<file path="src/rtl/e2c_pkg.sv">
`default_nettype none

package e2c_pkg;

	localparam int unsigned EPOCH_W = 32;
	localparam int unsigned ZONE_W  = 16;
	localparam int unsigned SUM_W   = 33;
	localparam int unsigned DAYS_W  = 16;
	localparam int unsigned SOD_W   = 17;

	localparam logic [SOD_W-1:0]  SECS_PER_DAY  = 17'd86400;
	localparam logic [11:0]       SECS_PER_HOUR = 12'd3600;
	localparam logic [5:0]        SECS_PER_MIN  = 6'd60;
	localparam logic [10:0]       DAYS_PER_QUAD = 11'd1461;
	localparam logic [11:0]       BASE_YEAR     = 12'd1970;
	// day count of 2100-03-01; 2100 is not a leap year, so one day is skipped there
	localparam logic [DAYS_W-1:0] DAYS_TO_MAR_2100 = 16'd47541;

	localparam logic [10:0] YEAR1_START = 11'd365;
	localparam logic [10:0] YEAR2_START = 11'd730;
	localparam logic [10:0] YEAR3_START = 11'd1096;

	// ceil(2^k / d) reciprocals, exact for the input widths used
	localparam longint unsigned RECIP_DAY_L  = ((64'd1 << 36) + 64'd674) / 64'd675;
	localparam longint unsigned RECIP_QUAD_L = ((64'd1 << 27) + 64'd1460) / 64'd1461;
	localparam longint unsigned RECIP_HOUR_L = ((64'd1 << 21) + 64'd224) / 64'd225;
	localparam longint unsigned RECIP_MIN_L  = ((64'd1 << 14) + 64'd14) / 64'd15;

	localparam logic [26:0] RECIP_DAY  = 27'(RECIP_DAY_L);
	localparam logic [16:0] RECIP_QUAD = 17'(RECIP_QUAD_L);
	localparam logic [13:0] RECIP_HOUR = 14'(RECIP_HOUR_L);
	localparam logic [10:0] RECIP_MIN  = 11'(RECIP_MIN_L);

	// day of year on which month idx (0 = January) begins
	function automatic logic [8:0] month_start(input logic leap, input logic [3:0] idx);
		logic [8:0] base;
		base = 9'd0;
		case (idx)
			4'd0:    base = 9'd0;
			4'd1:    base = 9'd31;
			4'd2:    base = 9'd59;
			4'd3:    base = 9'd90;
			4'd4:    base = 9'd120;
			4'd5:    base = 9'd151;
			4'd6:    base = 9'd181;
			4'd7:    base = 9'd212;
			4'd8:    base = 9'd243;
			4'd9:    base = 9'd273;
			4'd10:   base = 9'd304;
			4'd11:   base = 9'd334;
			default: base = 9'd0;
		endcase
		if (leap && idx >= 4'd2) begin
			base = base + 9'd1;
		end
		return base;
	endfunction

endpackage

`default_nettype wire

</file>
<file path="src/rtl/e2c_date.sv">
`default_nettype none

module e2c_date
	import e2c_pkg::*;
(
	input  wire logic              clk,
	input  wire logic [DAYS_W-1:0] days,
	output logic      [11:0]       year,
	output logic      [3:0]        month,
	output logic      [4:0]        day_of_month
);

	logic [DAYS_W-1:0] adj_s3;
	logic [DAYS_W-1:0] adj_s4;
	logic [5:0]        quad_s4;
	logic [5:0]        quad_s5;
	logic [10:0]       rem_s5;
	logic [11:0]       year_s6;
	logic [8:0]        doy_s6;
	logic              leap_s6;
	logic [11:0]       year_s7;
	logic [3:0]        month_s7;
	logic [4:0]        day_s7;

	logic [32:0] quad_prod;
	logic [10:0] quad_days;
	logic [1:0]  yo;
	logic [10:0] yo_start;
	logic [3:0]  mi;
	logic [8:0]  mstart;

	// insert a phantom Feb 29 2100 so the plain 4-year rule holds
	always_ff @(posedge clk) begin
		adj_s3 <= (days >= DAYS_TO_MAR_2100) ? days + 16'd1 : days;
	end

	assign quad_prod = 33'(adj_s3) * 33'(RECIP_QUAD);

	always_ff @(posedge clk) begin
		adj_s4  <= adj_s3;
		quad_s4 <= quad_prod[32:27];
	end

	assign quad_days = 11'(17'(quad_s4) * 17'(DAYS_PER_QUAD));

	always_ff @(posedge clk) begin
		quad_s5 <= quad_s4;
		rem_s5  <= adj_s4[10:0] - quad_days;
	end

	always_comb begin
		if (rem_s5 >= YEAR3_START) begin
			yo = 2'd3;
			yo_start = YEAR3_START;
		end else if (rem_s5 >= YEAR2_START) begin
			yo = 2'd2;
			yo_start = YEAR2_START;
		end else if (rem_s5 >= YEAR1_START) begin
			yo = 2'd1;
			yo_start = YEAR1_START;
		end else begin
			yo = 2'd0;
			yo_start = 11'd0;
		end
	end

	always_ff @(posedge clk) begin
		year_s6 <= BASE_YEAR + {4'd0, quad_s5, 2'd0} + {10'd0, yo};
		doy_s6  <= 9'(rem_s5 - yo_start);
		leap_s6 <= (yo == 2'd2);
	end

	always_comb begin
		mi = 4'd0;
		for (int i = 0; i < 12; i++) begin
			if (doy_s6 >= month_start(leap_s6, 4'(i))) begin
				mi = 4'(i);
			end
		end
		mstart = month_start(leap_s6, mi);
	end

	always_ff @(posedge clk) begin
		year_s7  <= year_s6;
		month_s7 <= mi + 4'd1;
		day_s7   <= 5'(doy_s6 - mstart) + 5'd1;
	end

	assign year         = year_s7;
	assign month        = month_s7;
	assign day_of_month = day_s7;

endmodule

`default_nettype wire

</file>
<file path="src/rtl/e2c_tod.sv">
`default_nettype none

module e2c_tod
	import e2c_pkg::*;
(
	input  wire logic              clk,
	input  wire logic [SOD_W-1:0]  t_low,
	input  wire logic [DAYS_W-1:0] days,
	output logic      [4:0]        hour,
	output logic      [5:0]        minute,
	output logic      [5:0]        second
);

	logic [SOD_W-1:0] sod_s3;
	logic [SOD_W-1:0] sod_s4;
	logic [4:0]       hour_s4;
	logic [4:0]       hour_s5;
	logic [11:0]      remh_s5;
	logic [4:0]       hour_s6;
	logic [11:0]      remh_s6;
	logic [5:0]       min_s6;
	logic [4:0]       hour_s7;
	logic [5:0]       min_s7;
	logic [5:0]       sec_s7;

	logic [32:0] day_prod;
	logic [25:0] hour_prod;
	logic [11:0] hour_secs;
	logic [19:0] min_prod;
	logic [5:0]  min_secs;

	// sod < 86400, so the low bits of the difference are exact
	assign day_prod = 33'(days) * 33'(SECS_PER_DAY);

	always_ff @(posedge clk) begin
		sod_s3 <= t_low - day_prod[SOD_W-1:0];
	end

	assign hour_prod = 26'(sod_s3[SOD_W-1:4]) * 26'(RECIP_HOUR);

	always_ff @(posedge clk) begin
		sod_s4  <= sod_s3;
		hour_s4 <= hour_prod[25:21];
	end

	assign hour_secs = 12'(17'(hour_s4) * 17'(SECS_PER_HOUR));

	always_ff @(posedge clk) begin
		hour_s5 <= hour_s4;
		remh_s5 <= sod_s4[11:0] - hour_secs;
	end

	assign min_prod = 20'(remh_s5[11:2]) * 20'(RECIP_MIN);

	always_ff @(posedge clk) begin
		hour_s6 <= hour_s5;
		remh_s6 <= remh_s5;
		min_s6  <= min_prod[19:14];
	end

	assign min_secs = 6'(12'(min_s6) * 12'(SECS_PER_MIN));

	always_ff @(posedge clk) begin
		hour_s7 <= hour_s6;
		min_s7  <= min_s6;
		sec_s7  <= remh_s6[5:0] - min_secs;
	end

	assign hour   = hour_s7;
	assign minute = min_s7;
	assign second = sec_s7;

endmodule

`default_nettype wire

</file>
<file path="src/rtl/epoch_to_calendar_date_time.sv">
`default_nettype none

// Converts a 32-bit Unix time plus the zone offset (added exactly, no wrap) into
// Gregorian year, month, day of month, hour, minute and second. A seven-stage
// pipeline of constant-reciprocal multiplies: one beat may start every cycle,
// busy never rises, and each result shows on the ports for one cycle with done
// high, once its beat has left the last stage. The receiver cannot
// stall. The user must write zone_offset_seconds through cfg_we/cfg_wdata only
// while no beat is in flight; the block itself does not enforce this.

module epoch_to_calendar_date_time
	import e2c_pkg::*;
(
	input  wire logic               clk,
	input  wire logic               arst_n,
	input  wire logic               cfg_we,
	input  wire logic [ZONE_W-1:0]  cfg_wdata,
	input  wire logic               start,
	output logic                    busy,
	input  wire logic [EPOCH_W-1:0] epoch_seconds,
	output logic                    done,
	output logic      [11:0]        year,
	output logic      [3:0]         month,
	output logic      [4:0]         day_of_month,
	output logic      [4:0]         hour,
	output logic      [5:0]         minute,
	output logic      [5:0]         second
);

	logic [ZONE_W-1:0] zone_offset_q;
	logic [6:0]        vld_q;
	logic [SUM_W-1:0]  t_s1;
	logic [SUM_W-1:0]  t_s2;
	logic [DAYS_W-1:0] days_s2;
	logic [51:0]       days_prod;

	always_ff @(posedge clk or negedge arst_n) begin
		if (!arst_n) begin
			zone_offset_q <= '0;
			vld_q         <= '0;
		end else begin
			if (cfg_we) begin
				zone_offset_q <= cfg_wdata;
			end
			vld_q <= {vld_q[5:0], start};
		end
	end

	always_ff @(posedge clk) begin
		t_s1 <= SUM_W'(epoch_seconds) + SUM_W'(zone_offset_q);
	end

	// days = t / 86400 = (t >> 7) / 675
	assign days_prod = 52'(t_s1[SUM_W-1:7]) * 52'(RECIP_DAY);

	always_ff @(posedge clk) begin
		t_s2    <= t_s1;
		days_s2 <= days_prod[51:36];
	end

	e2c_date u_date (
		.clk          (clk),
		.days         (days_s2),
		.year         (year),
		.month        (month),
		.day_of_month (day_of_month)
	);

	e2c_tod u_tod (
		.clk    (clk),
		.t_low  (t_s2[SOD_W-1:0]),
		.days   (days_s2),
		.hour   (hour),
		.minute (minute),
		.second (second)
	);

	assign busy = 1'b0;
	assign done = vld_q[6];

endmodule

`default_nettype wire
</file>
<file path="config.mk">
export PLATFORM = sky130hd
export DESIGN_NAME = epoch_to_calendar_date_time
export DESIGN_NICKNAME = d
export VERILOG_FILES = /design/src/rtl/e2c_pkg.sv /design/src/rtl/e2c_date.sv /design/src/rtl/e2c_tod.sv /design/src/rtl/epoch_to_calendar_date_time.sv
export SDC_FILE = /design/constraint.sdc
export NUM_CORES = 2
export LEC_CHECK = 0
export BUFFER_PORTS_ARGS = -buffer_cell sky130_fd_sc_hd__clkbuf_2
export CORE_ASPECT_RATIO = 0.8
export CORE_UTILIZATION = 55
export DETAILED_ROUTE_END_ITERATION = 8
export PLACE_DENSITY = 0.72
export SETUP_SLACK_MARGIN = 0.02
export SLEW_MARGIN = 0
export SYNTH_ARGS = -nofsm -noshare
export SYNTH_HDL_FRONTEND = slang
export SYNTH_SLANG_ARGS = --single-unit
export TNS_END_PERCENT = 100
</file>
<file path="constraint.sdc">
create_clock -name clk -period 9.1 [get_ports clk]
set_input_delay 1.82 -clock clk [delete_from_list [all_inputs] [get_ports clk]]
set_output_delay 1.82 -clock clk [all_outputs]
set_load 0.03 [all_outputs]
</file>
==> impl_metrics.csv <==
group,metric,value,unit
outcome,outcome,"completed",
sta,fin_crit,6.58,ns
global_route,grt_pass1_vias,20000,
layout,n_fill_cell,4115,
layout,syn2layout_area_growth,8.29,%
sta,worstMarginPinSlew,0.765,ns
layout,final_common_cell,"inv_1",
cts,cts_tree,"yes",
hold_path,min_from,"u_tod.sod_s4[1]$_DFF_P_",
route,drt_wl_total,62100,um
global_route,grtUsageTotal,25.4,%
cts,cts_sinks,267,
placement,post-dp-hpwl,53600,um
setup_path,r2r_end,"days_s2[2]$_DFF_P_",
synth,syn_area,28200,sq um
synth,synthesis.nets,3770,
floorplan,dieArea,52200,sq um
cts,htree_levels,1,
cts,clockBufferDepth,3,
synth,ys.flop_type,"dfxtp_1",
layout,final_cell_mix,"689 x inv_1, 664 x ha_1, 350 x fa_1, 244 x dfxtp_1, 107 x xnor2_1",
floorplan,initial_core_util,56.3,%
cts,cts-buffers-inserted,30,
setup_path,crit_path_end_kind,"register",
sta,final.setup.tns,0,ns
sta,period_share,72.3,%
synth,ys_types,69,
cts,clock_latency,0.58,ns
floorplan,die_h,205,um
sta,drv_slew,0,
cts,root_buffer,"clkbuf_16",
synth,synth_area_leaders,"ha_1 29%, fa_1 25%, dfxtp_1 17%, inv_1 9.2%, xnor2_1 3.3%",
sta,max_freq,0.152,GHz
setup_path,worstSetupPathType,"reg -> reg",
sta,rsz0062_at_grt,"false",
hold_path,whs_path_depth,0,
layout,layout-drive-gt1-share,6.23,%
sta,hold_viol,0,
global_route,grt_overflow,0,
synth,yosys_register_bits,267,
setup_path,r2r_cells,21,
sta,skew,0.0276,ns
placement,port_buffers,90,
route,firstDrtPassIters,5,
placement,place_congestion,1.01,
floorplan,die_w,255,um
setup_path,r2r_start,"t_s1[14]$_DFF_P_",
sta,setup_viol,0,
setup_path,crit_path_max_fanout,11,
synth,synth_top_area_share,29.5,%
synth,seq_area_frac_synth,19.4,%
global_route,grt_max_degree,24,
cts,path_clk_slew,0.06,ns
hold_path,worstHoldPathType,"reg -> reg",
route,final_antenna_net_count,0,
synth,synthArstFlopShare,8.61,%
route,vias_per_cell,5.24,
cts,holdBufCountCts,0,
synth,syn_area_per_cell,10.4,sq um
floorplan,row_count,73,
synth,netlist_instances,2704,
layout,nets,3881,
route,drc_errors,0,
setup_path,reg2reg_slack,2.52,ns
route,wl_per_cell,17.7,um
hold_path,min_to,"u_tod.remh_s5[1]$_DFF_P_",
cts,postCtsResizedCells,0,
global_route,grt_pass1_wl,104000,um
floorplan,ioPinCount,92,
sta,relSlewSlack,48.9,%
layout,antennaDiodeCount,0,
setup_path,worstSetupStartpointType,"register",
cts,post_cts_buffers,0,
floorplan,core,50100,sq um
setup_path,crit_required,9.54,ns
global_route,antenna_found_initial,1,
job,drv_cap,0,
synth,synth_top_area_cell,"ha_1",
setup_path,crit_arrival,7.02,ns
synth,yosys_warnings,0,
synth,synth_edf_count,0,
route,num_vias,18400,
route,drt_iter0_drc,916,
cell usage after synthesis (3+ instances only):
cell type,count
nand2b_1,21
or3_1,7
a21boi_0,4
nor3_1,9
dfxtp_1,244
dfrtp_1,23
a21oi_2,3
xnor2_1,107
nand2_1,65
o21bai_1,16
a21o_1,50
inv_1,689
o21ai_0,46
a211oi_1,10
o21ai_1,12
xor2_1,53
o21a_1,11
a31oi_1,13
o211ai_1,8
fa_1,350
nand3_1,25
and3_1,13
clkbuf_1,7
nand4_1,21
o31ai_1,8
a21oi_1,91
a41o_1,3
and2_1,6
nor4_1,4
ha_1,664
nor2_1,46
nor2b_1,18
mux2_2,16
per-stage QoR:
stage | hold WS [ns] | setup WS [ns] | std cells | cell area (sq um) | utilization [%]
2_1_floorplan | 0.310 | 3.35 | 2704 | 28200 | -
3_3_place_gp | 0.310 | 2.80 | 3458 | 29400 | 58.7
3_5_place_dp | 0.312 | 2.62 | 3458 | 29400 | 58.7
4_1_cts | 0.323 | 2.60 | 3514 | 30500 | 60.9
5_1_grt | 0.331 | 2.25 | 3514 | 30500 | 60.9
6_report | 0.322 | 2.52 | 3514 | 30500 | 60.9
layer usage:
metal	up-vias	global-route usage (%)	part of all wire, %
met5	-	0	0
met4	0	3.27	1.0
met3	46	5.20	6.5
met2	416	40.7	45
met1	9070	36.2	48
li1	8867	-	-
layout make-up:
type | count | area, sq um | area share (%)
sequential | 267 | 5460 | 17.9
multi-input combinational | 1737 | 20100 | 65.8
clock buffer | 41 | 895 | 2.93
inverter | 689 | 2590 | 8.47
timing repair buffer | 90 | 450 | 1.47
tap | 675 | 845 | 2.76
clock inverter | 15 | 205 | 0.672
critical path, stage by stage, from the launching register on:
cell	delay [ns]
dfxtp_1	0.82
fa_1	0.53
inv_1	0.08
fa_1	0.43
inv_1	0.08
ha_1	0.23
inv_1	0.08
fa_1	0.44
fa_1	0.50
fa_1	0.55
inv_1	0.05
fa_1	0.47
ha_1	0.33
a21o_1	0.19
a21oi_1	0.17
nor2b_1	0.07
o211ai_1	0.18
a31oi_1	0.10
or3_1	0.33
a2111oi_0	0.52
o21ai_1	0.13
xor2_1	0.16
how the worst max path moves through the flow:
stage / startpoint / endpoint / slack, ns / cells after the start
floorplan: t_s1[13]$_DFF_P_ / days_s2[2]$_DFF_P_ / 3.35 / 21
finish: t_s1[14]$_DFF_P_ / days_s2[2]$_DFF_P_ / 2.52 / 21
global route: t_s1[14]$_DFF_P_ / days_s2[2]$_DFF_P_ / 2.25 / 21
global placement: t_s1[14]$_DFF_P_ / days_s2[2]$_DFF_P_ / 2.80 / 21
detailed placement: t_s1[14]$_DFF_P_ / days_s2[2]$_DFF_P_ / 2.62 / 21
CTS: t_s1[14]$_DFF_P_ / days_s2[2]$_DFF_P_ / 2.60 / 21
kinds of logic (layout without fill, tap and decap cells):
group / count (synthesis) / after routing / synth area share [%]
buffers and inverters: 700 / 835 / 9.36
AND/OR/NAND/NOR: 245 / 245 / 4.38
other: 1 / 1 / 0.0133
multiplexers: 17 / 17 / 0.674
adder cells (fa/ha/maj): 1014 / 1014 / 54.3
AO/OA/AOI/OAI: 300 / 300 / 6.96
flip-flops: 267 / 267 / 19.4
XOR/XNOR: 160 / 160 / 4.97
registers in the layout (all words and copies together) (netlist names), 7 cells and up:
name,cells
t_s1,33
u_date.doy_s6,9
vld_q,7
u_tod.remh_s5,12
u_date.rem_s5,11
u_date.adj_s3,16
u_tod.sod_s3,17
u_tod.sod_s4,12
u_date.adj_s4,11
zone_offset_q,16
days_s2,16
t_s2,17
u_date.year,12
u_date.year_s6,12
Power is left out: the tool's default activity adds up to more than one toggle a clock period on the data nets, which glitch-free logic cannot reach.
